[src/srv_pkg.sv]
// shared types and constants of the stored record validator
`default_nettype none

package srv_pkg;

  localparam int unsigned MAX_PAYLOAD = 4096;

  localparam int unsigned POS_W = 13;
  localparam int unsigned LEN_W = 13;
  localparam int unsigned SCHEMA_W = 16;
  localparam int unsigned CRC_W = 32;

  localparam logic [POS_W-1:0] HDR_BYTES = POS_W'(16);
  localparam logic [POS_W-1:0] CRC_FIELD_POS = POS_W'(12);
  localparam logic [POS_W-1:0] POS_MAX = {POS_W{1'b1}};

  localparam logic [31:0] REC_MAGIC = 32'h4D4F_4F50;
  localparam logic [15:0] REC_FORMAT = 16'h0001;
  localparam logic [CRC_W-1:0] CRC_POLY = 32'hEDB8_8320;
  localparam logic [CRC_W-1:0] CRC_ALL = 32'hFFFF_FFFF;

  typedef enum logic {
    REG_SCHEMA = 1'b0,
    REG_LENGTH = 1'b1
  } cfg_index_t;

  typedef struct packed {
    logic [SCHEMA_W-1:0] schema;
    logic [LEN_W-1:0]    length;
  } cfg_t;

  typedef struct packed {
    logic pay;
    logic done;
    logic ok;
  } result_t;

endpackage

`default_nettype wire

[src/stored_record_validator.sv]
// Stored record validator: takes a record one byte per item (16-byte header, then payload),
// checks the header against the expected magic, format, schema and length, runs a
// reflected CRC-32 over the payload and flags the result on the last byte. One item is
// accepted every cycle while out_stall does not hold a result; each item goes through an
// input register and a result register, with the single-byte CRC update and header
// compare between them. Configuration writes are taken at any time through
// cfg_valid/cfg_ready and must be made only while no record item is in flight.
`default_nettype none

module stored_record_validator
  import srv_pkg::*;
(
  input  wire logic                clk,
  input  wire logic                rst,
  input  wire logic                in_valid,
  output logic                     in_stall,
  input  wire logic [7:0]          data_byte,
  input  wire logic                last_byte,
  output logic                     out_valid,
  input  wire logic                out_stall,
  output logic [7:0]               payload_byte,
  output logic                     is_payload,
  output logic                     done_res,
  output logic                     record_ok,
  input  wire logic                cfg_valid,
  output logic                     cfg_ready,
  input  wire logic                cfg_index,
  input  wire logic [SCHEMA_W-1:0] cfg_data
);

  cfg_t       cfg;
  result_t    res;
  logic       s1_valid;
  logic [7:0] s1_data;
  logic       s1_last;
  logic       out_adv;
  logic       step;
  logic       in_take;

  assign cfg_ready = 1'b1;

  always_ff @(posedge clk) begin
    if (rst) begin
      cfg.schema <= '0;
      cfg.length <= LEN_W'(1);
    end else if (cfg_valid && cfg_ready) begin
      unique case (cfg_index_t'(cfg_index))
        REG_SCHEMA: cfg.schema <= cfg_data;
        REG_LENGTH: cfg.length <= cfg_data[LEN_W-1:0];
        default: ;
      endcase
    end
  end

  assign out_adv = !out_valid || !out_stall;
  assign step = s1_valid && out_adv;
  assign in_stall = s1_valid && !out_adv;
  assign in_take = in_valid && !in_stall;

  // input register
  always_ff @(posedge clk) begin
    if (rst) begin
      s1_valid <= 1'b0;
    end else if (in_take) begin
      s1_valid <= 1'b1;
    end else if (step) begin
      s1_valid <= 1'b0;
    end
  end

  always_ff @(posedge clk) begin
    if (in_take) begin
      s1_data <= data_byte;
      s1_last <= last_byte;
    end
  end

  srv_track u_track (
    .clk  (clk),
    .rst  (rst),
    .step (step),
    .data (s1_data),
    .last (s1_last),
    .cfg  (cfg),
    .res  (res)
  );

  // result register
  always_ff @(posedge clk) begin
    if (rst) begin
      out_valid <= 1'b0;
    end else if (step) begin
      out_valid <= 1'b1;
    end else if (!out_stall) begin
      out_valid <= 1'b0;
    end
  end

  always_ff @(posedge clk) begin
    if (step) begin
      payload_byte <= s1_data;
      is_payload <= res.pay;
      done_res <= res.done;
      record_ok <= res.ok;
    end
  end

  a_stall_needs_item: assert property (@(posedge clk) disable iff (rst)
    in_stall |-> s1_valid && out_valid)
    else $error("input stalled with no item held");

  a_result_follows_step: assert property (@(posedge clk) disable iff (rst)
    step |=> out_valid)
    else $error("result register not loaded after a step");

endmodule

`default_nettype wire

[src/srv_crc8.sv]
// reflected crc-32 update over one byte
`default_nettype none

module srv_crc8
  import srv_pkg::*;
(
  input  wire logic [CRC_W-1:0] crc_in,
  input  wire logic [7:0]       data,
  output logic      [CRC_W-1:0] crc_out
);

  always_comb begin
    logic [CRC_W-1:0] c;
    c = crc_in ^ {24'h0, data};
    for (int i = 0; i < 8; i++) begin
      c = (c >> 1) ^ (CRC_POLY & {CRC_W{c[0]}});
    end
    crc_out = c;
  end

endmodule

`default_nettype wire

[src/srv_track.sv]
// per-record state: position, header compare, crc capture and payload crc
`default_nettype none

module srv_track
  import srv_pkg::*;
(
  input  wire logic       clk,
  input  wire logic       rst,
  input  wire logic       step,
  input  wire logic [7:0] data,
  input  wire logic       last,
  input  wire cfg_t       cfg,
  output result_t         res
);

  logic [POS_W-1:0] byte_position;
  logic [POS_W-1:0] byte_position_next;
  logic             header_mismatch;
  logic             header_mismatch_next;
  logic [CRC_W-1:0] running_crc;
  logic [CRC_W-1:0] running_crc_next;
  logic [CRC_W-1:0] stored_crc;
  logic [CRC_W-1:0] stored_crc_next;
  logic [CRC_W-1:0] crc_upd;

  logic             sat;
  logic             in_hdr;
  logic             in_crc;
  logic             past_hdr;
  logic             pay;
  logic [7:0]       expect_byte;
  logic [POS_W:0]   rec_end;
  logic             len_ok;

  srv_crc8 u_crc (
    .crc_in  (running_crc),
    .data    (data),
    .crc_out (crc_upd)
  );

  always_comb begin
    unique case (byte_position[3:0])
      4'd0:    expect_byte = REC_MAGIC[7:0];
      4'd1:    expect_byte = REC_MAGIC[15:8];
      4'd2:    expect_byte = REC_MAGIC[23:16];
      4'd3:    expect_byte = REC_MAGIC[31:24];
      4'd4:    expect_byte = REC_FORMAT[7:0];
      4'd5:    expect_byte = REC_FORMAT[15:8];
      4'd6:    expect_byte = cfg.schema[7:0];
      4'd7:    expect_byte = cfg.schema[15:8];
      4'd8:    expect_byte = cfg.length[7:0];
      4'd9:    expect_byte = {3'b000, cfg.length[12:8]};
      default: expect_byte = 8'h00;
    endcase
  end

  assign sat = (byte_position == POS_MAX);
  assign in_hdr = (byte_position < CRC_FIELD_POS);
  assign in_crc = !in_hdr && (byte_position < HDR_BYTES);
  assign past_hdr = !sat && !in_hdr && !in_crc;
  assign rec_end = {1'b0, HDR_BYTES} + {1'b0, cfg.length};
  assign pay = past_hdr && ({1'b0, byte_position} < rec_end);
  assign len_ok = (cfg.length != '0) && (32'(cfg.length) <= MAX_PAYLOAD);

  always_comb begin
    header_mismatch_next = header_mismatch;
    if (sat || (in_hdr && data != expect_byte) || (past_hdr && !pay)) begin
      header_mismatch_next = 1'b1;
    end
    stored_crc_next = stored_crc;
    if (in_crc) begin
      stored_crc_next[8*byte_position[1:0] +: 8] = data;
    end
    running_crc_next = pay ? crc_upd : running_crc;
    byte_position_next = sat ? byte_position : byte_position + POS_W'(1);
  end

  assign res.pay = pay;
  assign res.done = last;
  assign res.ok = last && !header_mismatch_next && len_ok
                  && ({1'b0, byte_position_next} == rec_end)
                  && ((running_crc_next ^ CRC_ALL) == stored_crc_next);

  always_ff @(posedge clk) begin
    if (rst) begin
      byte_position <= '0;
      header_mismatch <= 1'b0;
      running_crc <= CRC_ALL;
      stored_crc <= '0;
    end else if (step) begin
      if (last) begin
        byte_position <= '0;
        header_mismatch <= 1'b0;
        running_crc <= CRC_ALL;
        stored_crc <= '0;
      end else begin
        byte_position <= byte_position_next;
        header_mismatch <= header_mismatch_next;
        running_crc <= running_crc_next;
        stored_crc <= stored_crc_next;
      end
    end
  end

  a_clear_after_last: assert property (@(posedge clk) disable iff (rst)
    step && last |=> byte_position == '0 && running_crc == CRC_ALL && !header_mismatch)
    else $error("record state not cleared after last item");

  a_ok_only_on_last: assert property (@(posedge clk) disable iff (rst)
    res.ok |-> res.done)
    else $error("record_ok without done");

  a_payload_after_header: assert property (@(posedge clk) disable iff (rst)
    step && res.pay |-> byte_position >= HDR_BYTES)
    else $error("payload flagged inside header");

  a_crc_only_on_payload: assert property (@(posedge clk) disable iff (rst)
    step && !last && !res.pay |=> $stable(running_crc))
    else $error("crc changed on a non-payload item");

endmodule

`default_nettype wire
[config.mk]
export PLATFORM = sky130hd
export DESIGN_NAME = stored_record_validator
export DESIGN_NICKNAME = d
export VERILOG_FILES = /design/src/srv_pkg.sv /design/src/stored_record_validator.sv /design/src/srv_crc8.sv /design/src/srv_track.sv
export SDC_FILE = /design/constraint.sdc
export NUM_CORES = 1
export LEC_CHECK = 0
export BUFFER_PORTS_ARGS = -buffer_cell sky130_fd_sc_hd__buf_2
export CAP_MARGIN = 5
export CORE_ASPECT_RATIO = 1.1
export CORE_MARGIN = 5
export CORE_UTILIZATION = 50
export CTS_CLUSTER_DIAMETER = 150
export DETAILED_ROUTE_END_ITERATION = 8
export MAX_ROUTING_LAYER = met4
export PLACE_DENSITY = 0.66
export SYNTH_ARGS = -nofsm -noshare
export SYNTH_HDL_FRONTEND = slang
export SYNTH_SLANG_ARGS = --single-unit
[constraint.sdc]
create_clock -name clk -period 4.6 [get_ports clk]
set_input_delay 0.23 -clock clk [delete_from_list [all_inputs] [get_ports clk]]
set_output_delay 0.23 -clock clk [all_outputs]
set_load 0.03 [all_outputs]
### Yosys cells after proc, flatten, opt, wreduce, memory -nomap -nowiden

Index checks and enable logic that the tools add are counted.

| storage, ports and cells | value |
|---|---|
| flip-flop bits (word level) | 129 |
| latch bits | 0 |
| bits in writable memories | 0 |
| ROM bits | 0 |
| input bits | 31 |
| word-level logic and storage cells | 93 |
| memories | 0 |

| cells by class | value |
|---|---|
| add/sub/neg operators | 3 |
| multipliers | 0 |
| divide/modulo/power cells | 0 |
| order comparisons | 4 |
| equal/unequal tests | 13 |
| shifts and indexed selects | 2 |
| mux-type cells | 14 |
| bitwise gates (word level) | 11 |
| reductions and logical operators | 32 |

Operator list:

| cell | number |
|---|---|
| 31-bit by 32-bit bitwise XOR with 32-bit output | 8 |
| 32-bit 2-to-1 mux | 4 |
| 8-bit case mux with 8 select lines | 1 |
| 5-bit negation with 34-bit output | 1 |
| 8-bit by 34-bit variable shift with 32-bit output, first input constant | 1 |
| 8-bit by 34-bit variable part select with 32-bit output | 1 |
| 32-bit bitwise mux | 1 |
| 32-bit == test | 1 |
| 32-bit NOT | 1 |
| 32-bit by 8-bit bitwise XOR with 32-bit output | 1 |
| 13-bit 2-to-1 mux | 2 |
| 5-bit by 13-bit adder with 14-bit output, first input constant | 1 |
| 13-bit by 14-bit == test with 1-bit output | 1 |
| 1-bit logical AND | 14 |
| 13-bit by 14-bit less-than comparator with 1-bit output | 1 |
| 13-bit by 1-bit adder with 13-bit output, second input constant | 1 |
| 13-bit == test, second input constant | 1 |
| 13-bit <= comparator, second input constant | 1 |
| 13-bit by 4-bit less-than comparator with 1-bit output, second input constant | 1 |
| 13-bit by 5-bit less-than comparator with 1-bit output, second input constant | 1 |
| 13-bit nonzero test | 1 |
| 4-bit by 3-bit == test with 1-bit output, second input constant | 3 |
| 1-bit zero test | 9 |
| 4-bit by 2-bit == test with 1-bit output, second input constant | 2 |
| 11 further kinds | 20 |

### Logic depth before layout (Yosys ltp)

Gate-level depths: netlist of run 1.

| logic depth | value |
|---|---|
| word-level depth | 15 |
| mapped depth | 18 |

### Cells and area by module

A second synthesis of run 1 with hierarchy kept.

| unflattened totals | value |
|---|---|
| cell total of the unflattened synthesis | 901 |
| area, all modules | 8,110.3 sq um |

By module, submodules not included:

| module | times used | cells an instance | area an instance (sq um) | sequential area each (sq um) |
|---|---|---|---|---|
| srv_track | 1 | 684 | 5,377.7 | 1,561.5 |
| stored_record_validator | 1 | 146 | 1,920.6 | 1,221.2 |
| srv_crc8 | 1 | 71 | 812.0 | 0.0 |

### Least setup slack after synthesis of run 1

OpenSTA, ideal clock, no wires.

| timing | value |
|---|---|
| kind | flip-flop to flip-flop |
| start point | register, netlist name cfg[4] |
| end point | register record_ok, data pin |
| data arrival time | 3,377 ps |
| path slack | 1,089 ps |
| cell stages (with the launch flop) | 18 |
| period minus slack after synthesis | 3,511 ps |
| cell sequence | dfxtp_1 > ha_1 > and3_1 > nand2_1 > or3_1 > and2_1 > ha_1 > a21oi_1 > or2_2 > and2_1 > buf_6 > nand2_8 > inv_2 > buf_6 > a2111oi_1 > nand3_1 > nor4_2 > and4_1 |

RTL lines:

| what | RTL line | RTL |
|---|---|---|
| end signal, assigned | stored_record_validator.sv:104 | `record_ok <= res.ok;` |
| end, declared | stored_record_validator.sv:24 | `output logic record_ok,` |

==> results of run 1 <==
per-layer routing:
metal	vias up	wire [µm]	part of all wire [%]
li1	3570	-	-
met1	3541	10400	41
met2	290	12200	48
met3	74	1380	5.5
met4	0	1290	5.1
met5	-	0	0
layout make-up:
class / instances / share of cell area [%]
inverter: 33 / 1.33
tap: 204 / 2.74
clock inverter: 14 / 1.94
sequential: 129 / 29.8
timing repair buffer: 65 / 4.34
clock buffer: 18 / 4.60
multi-input combinational: 779 / 55.2
sequential cells by signal, indices dropped and copies added (netlist names):
register	cells
out_valid	1
s1_data	8
cfg	29
is_payload	1
u_track.byte_position	13
u_track.stored_crc	32
done_res	1
s1_last	1
payload_byte	8
u_track.header_mismatch	1
s1_valid	1
record_ok	1
u_track.running_crc	32
through the flow:
| step | area, µm² | std cells |
|---|---|---|
| global route | 9330 | 1242 |
| finish | 9330 | 1242 |
| CTS | 9330 | 1242 |
| floorplan | 8320 | 1003 |
| detailed placement | 8630 | 1201 |
| global placement | 8630 | 1201 |
worst max-delay path, cell delays in order (launching register included):
cell and delay [ns]:
dfxtp_1 0.37, ha_1 0.25, and3_1 0.22, xnor2_1 0.25
ha_1 0.31, a21oi_1 0.17, nand2_1 0.07, a221o_1 0.37
o21ai_2 0.46, nand2_8 0.20, inv_2 0.26, mux2_1 0.35
a221o_1 0.35, a211oi_1 0.21, and4_1 0.22
synthesized netlist by cell type (all sizes together), types with 11 or more instances:
cell and instances:
a21oi 79, a22oi 38, and3 11, buf 11, clkbuf 51, dfxtp 109, edfxtp 20, ha 20
inv 33, mux2i 21, nand2 138, nand2b 34, nand3 22, nand4 14, nor2 70, nor3 19
o21ai 42, o22ai 28, xnor2 88, xor2 41
repair_timing:
action                    4_1_cts  5_1_grt
hold buffers                    9        0
setup buffers                   0        0
hold endpoints to repair        9        0
cells by family (layout without fill, tap and decap cells):
| logic type | Yosys count | count (layout) |
|---|---|---|
| other | 1 | 1 |
| XOR/XNOR | 138 | 138 |
| AO/OA/AOI/OAI | 237 | 237 |
| multiplexers | 22 | 22 |
| adder cells (fa/ha/maj) | 20 | 20 |
| AND/OR/NAND/NOR | 361 | 361 |
| buffers and inverters | 95 | 130 |
| flip-flops | 129 | 129 |
power breakdown:
group	leakage, nW	total, mW	internal, mW	switching (mW)
Sequential	1.08	1.20	1.17	0.0314
Clock	0.297	1.41	0.862	0.548
Combinational	2.06	0.393	0.155	0.238
Total	3.44	3.00	2.19	0.817
how the worst max path moves through the flow:
stage                      start        end  slack, ns  cells after the start
final                     cfg[4]  record_ok       0.39                     14
after global routing      cfg[4]  record_ok       0.14                     14
after CTS                 cfg[4]  record_ok       0.46                     14
after detailed placement  cfg[4]  record_ok       0.47                     14
after global placement    cfg[4]  record_ok       0.59                     14
after floorplan           cfg[4]  record_ok       1.09                     17
==> results.toml, run 1 <==
[synth]
synthArstFlopShare_pct = 0
syn-instance-count = 1003
synthAdderAreaFrac_pct = 3.01
ys_warn_count = 0
avgSynthCellArea_um2 = 8.30
synth_top_cell_area_share_pct = 26.2
synthMuxAreaShare_pct = 2.66
synth_seq_area_share_pct = 33.4
synth_ff_type = "dfxtp_1"
synth_nets = 1054
syn_area_um2 = 8320
synth_compound_area_share_pct = 18.0
ys_top_cells_by_area = "dfxtp_1 26%, xnor2_1 8.7%, edfxtp_1 7.2%"
synth_top_family_by_area = "simple AND/OR/NAND/NOR gates"
synth_seq_cells = 129
synth_edf_count = 20
synth_cell_types = 76
synth_top_area_cell = "dfxtp_1"
yosys.area_share.xor_xnor_pct = 16.6
synth-simple-area-share_pct = 21.5

[grt]
met2_usage_pct = 42.2
grt_max_degree = 110
met1_usage_pct = 32.3
busiest_layer = "met2"
first_global_vias = 7014
grtUsageTotal_pct = 26.6
grt_pass1_wl_um = 39200
grt-ovfl-total = 0
antenna_found_initial = 0
grtUsageMet3_pct = 4.12

[cells_and_area]
antennaDiodeCount = 0
final_cell_mix = "137 x nand2_1, 109 x dfxtp_1, 83 x xnor2_1"
areaGrowthSynthToFinish_pct = 12.1
utilization_pct = 57.0
multi_input_area_um2 = 5150
fillers = 1525
mostFrequentLayoutCell = "nand2_1"
finalNetCount = 1076
seq_area_um2 = 2780
drive_above_1_share_pct = 10.9

[drt]
avgViaCountPerCell = 6.02
drtPass1Iterations = 5
routedWlPerCell_um = 20.3
wl_um = 25200
drc_errors = 0
num_vias = 7475
final_antenna_net_count = 0
drt_iter0_drc = 568

[placed_design]
dp_slack_ns = 0.473
gp_congestion = 0.991
io_buffers = 43
dp_hpwl_um = 18000

[timing]
final_max_slew_viol_count = 0
worst_clock_skew_ns = 0.00792
fin_tns_setup_ns = 0
finalSetupViolCount = 0
fin_crit_sh_pct = 91.5
relSlewSlack_pct = 27.6
fin_crit_ns = 4.21
max_freq_mhz = 238
rsz0062_at_grt = "false"
hold_viol = 0
holdWs_ns = 0.0374
tightest_slew_ns = 1.09
worst_slack_ns = 0.392

[clock_network]
clock_latency_ns = 0.43
htree_levels = 4
cts.sinks = 129
clkTransAtPathRegs_ns = 0.06
cts_buffers = 17
cts_root_buffer = "clkbuf_16"
cts_tree = "built"
cts_resized = 0
cts_buffer_depth = 2

[power]
peakVddDrop_mv = 0.232
p_total_mw = 3.00
power.density_nw_per_um2 = 322
p_leak_nw = 3.44

[hold_path]
hold-path-endpoint = "s1_valid"
hold_start = "in_valid"
holdPathStages = 3
hp-class = "in -> reg"

[floorplan]
die_y_um = 145
design.core.area_um2 = 16400
pin_count = 45
dieArea_um2 = 19300
start_util_pct = 50.8
die_x_um = 133
rows = 49

[critical_path]
worst-path-max-fanout = 18
worstSetupEndpointType = "register"
arrival_ns = 4.50
rrSetupSlack_ns = 0.39
r2r_cells = 14
cp-start-kind = "register"
r2r_end = "record_ok"
critical_path_class = "reg -> reg"
r2r_start = "cfg[4]"
required_ns = 4.89

[outcome]
status = "finished clean"

[job]
maxCapViolations = 0
Power figures use the tool's default switching activity.
==> run 2, diff against run 1 <==
Clock period 4.6 ns to 4.2 ns, I/O delays scaled along.
==> run 2 against run 1 <==
  * Critical path depth decreased by 1
  * Core utilization is 0.77 points higher
  * Flip-flop and latch count is the same
  * Design area up 1.4%
  * Die area stayed put
  * Critical path type unchanged
==> results.toml, run 2 (synthesis gave the netlist of run 1 again) <==
[grt]
grt_pass1_wl_um = 40100
first_global_vias = 7105
grt-ovfl-total = 0
antenna_found_initial = 0
grtUsageTotal_pct = 27.1
grt_max_degree = 110

[drt]
drtPass1Iterations = 5
final_antenna_net_count = 0
num_vias = 7452
wl_um = 25500
routedWlPerCell_um = 20.2
avgViaCountPerCell = 5.91
drc_errors = 0
drt_iter0_drc = 665

[critical_path]
arrival_ns = 4.19
crit_path_max_incr_delay_ns = 0.35
r2r_cells = 13
worst_path_max_delay_cell = "dfxtp_1"
critPathTopFamily = "compound AO/OA/AOI/OAI gates"
crit_buf_inv = 1
cp_cell_sequence = "ha_1, and3_1, xnor2_1, ha_1, and4_1, a221o_1, o21ai_2, nand2_8, inv_2, mux2_1, a221o_1, a211oi_1, and4_1"
worst-path-max-fanout = 18
critical_path_depth = 13
critical_path_class = "reg -> reg"
cp-start-kind = "register"
required_ns = 4.50
worstSetupEndpointType = "register"

[clock_network]
cts_buffer_depth = 2
htree_levels = 4
cts_setup_buffers = 0
cts_buffers = 17
cts_tree = "built"
clock_latency_ns = 0.43
cts_root_buffer = "clkbuf_16"
cts.sinks = 129
clkTransAtPathRegs_ns = 0.06

[timing]
fin_crit_sh_pct = 92.6
fin_tns_setup_ns = 0
final_max_slew_viol_count = 0
tightest_slew_ns = 1.10
max_freq_mhz = 257
hold_viol = 0
relSlewSlack_pct = 26.4
finalSetupViolCount = 0
rsz0062_at_grt = "false"
fin_crit_ns = 3.89
worst_clock_skew_ns = 0.00808

[floorplan]
dieArea_um2 = 19300
design.core.area_um2 = 16400
die_y_um = 145
die_x_um = 133
pin_count = 45
start_util_pct = 50.8
rows = 49

[placed_design]
dp_hpwl_um = 18700
placed_cell_area_um2 = 8770
dpl.cell_count = 1220
io_buffers = 43
gp_congestion = 1.01

[cells_and_area]
antennaDiodeCount = 0
fillers = 1495
mostFrequentLayoutCell = "nand2_1"
post-route-cell-area_um2 = 9460
final_cell_mix = "137 x nand2_1, 109 x dfxtp_1, 83 x xnor2_1"
areaGrowthSynthToFinish_pct = 13.6
multi_input_area_um2 = 5150
drive_above_1_share_pct = 12.5
reg_top3 = "u_track.running_crc x32, u_track.stored_crc x32, cfg x29"
fin_cells = 1261
seq_area_um2 = 2780
finalNetCount = 1095

[power]
power_frac_clock_pct = 45.9
p_seq_share_pct = 40.3
power.density_nw_per_um2 = 343
p_int_mw = 2.36
pwr-share-comb_pct = 13.9
p_leak_nw = 3.52
peakVddDrop_mv = 0.274
p_sw_mw = 0.882
swShare_pct = 27.2

[job]
maxCapViolations = 0

[hold_path]
holdPathStages = 3
hp-class = "in -> reg"

[outcome]
status = "finished clean"
==> run 2: cell count changes in the layout (fill, tap and decap cells not counted), sizes merged <==
| cell | delta |
|---|---|
| clkinvlp | +1 |
| clkinv | -3 |
| buf | +19 |
| clkbuf | +5 |
| bufinv | -2 |
| inv | -1 |
==> run 2: path summary, 6_finish.rpt <==
check / startpoint / end / slack [ns]
worst max-delay path: cfg[5] / record_ok / 0.31
worst min register to register: u_track.stored_crc[13] / u_track.stored_crc[13] / 0.45
worst max register to register: cfg[5] / record_ok / 0.31
worst min-delay path: cfg_data[13] / cfg[26] / 0.02
==> run 2: timing repair <==
item | 4_1_cts | 5_1_grt
endpoints found under the hold margin | 9 | 0
hold buffers | 9 | 0
setup endpoints to repair | 0 | 1
gates resized for setup | 0 | 1
==> run 2: layout make-up <==
type,instances,share of cell area [%]
multi-input cells,779,54.5
inverters,33,1.31
well taps,204,2.70
flip-flops and latches,129,29.4
clock inverters,9,0.992
clock buffers,23,5.28
repair buffers,84,5.79
==> run 2: power groups by stage <==
stage / clock [mW] / combinational, mW / sequential (mW)
6_report: 1.49 / 0.449 / 1.31
5_1_grt: 1.55 / 0.481 / 1.31
4_1_cts: 1.50 / 0.445 / 1.31
3_5_place_dp: 0 / 0.435 / 1.33
3_3_place_gp: 0 / 0.436 / 1.33
2_1_floorplan: 0 / 0.303 / 1.33
==> run 2: per-stage QoR <==
stage,worst slack (ns),util [%],hold WS (ns),power (mW)
global route,0.0734,57.8,0.0106,3.34
finish,0.310,57.8,0.0157,3.24
CTS,0.213,57.8,0.00941,3.25
detailed placement,0.263,53.6,0.389,1.77
floorplan,0.689,-,0.309,1.64
global placement,0.327,53.6,0.386,1.77
==> run 2: routing by layer <==
metal	up-vias	GRT usage, %	wire, µm
met3	74	4.54	1220
li1	3603	-	-
met5	-	-	0
met2	243	42.5	12100
met1	3532	33.8	10800
met4	0	13.6	1390
==> run 2: tightest hold or removal path, stage by stage <==
cell and delay, ns:
buf_2 0.09, nand2_1 0.05, a21oi_1 0.05
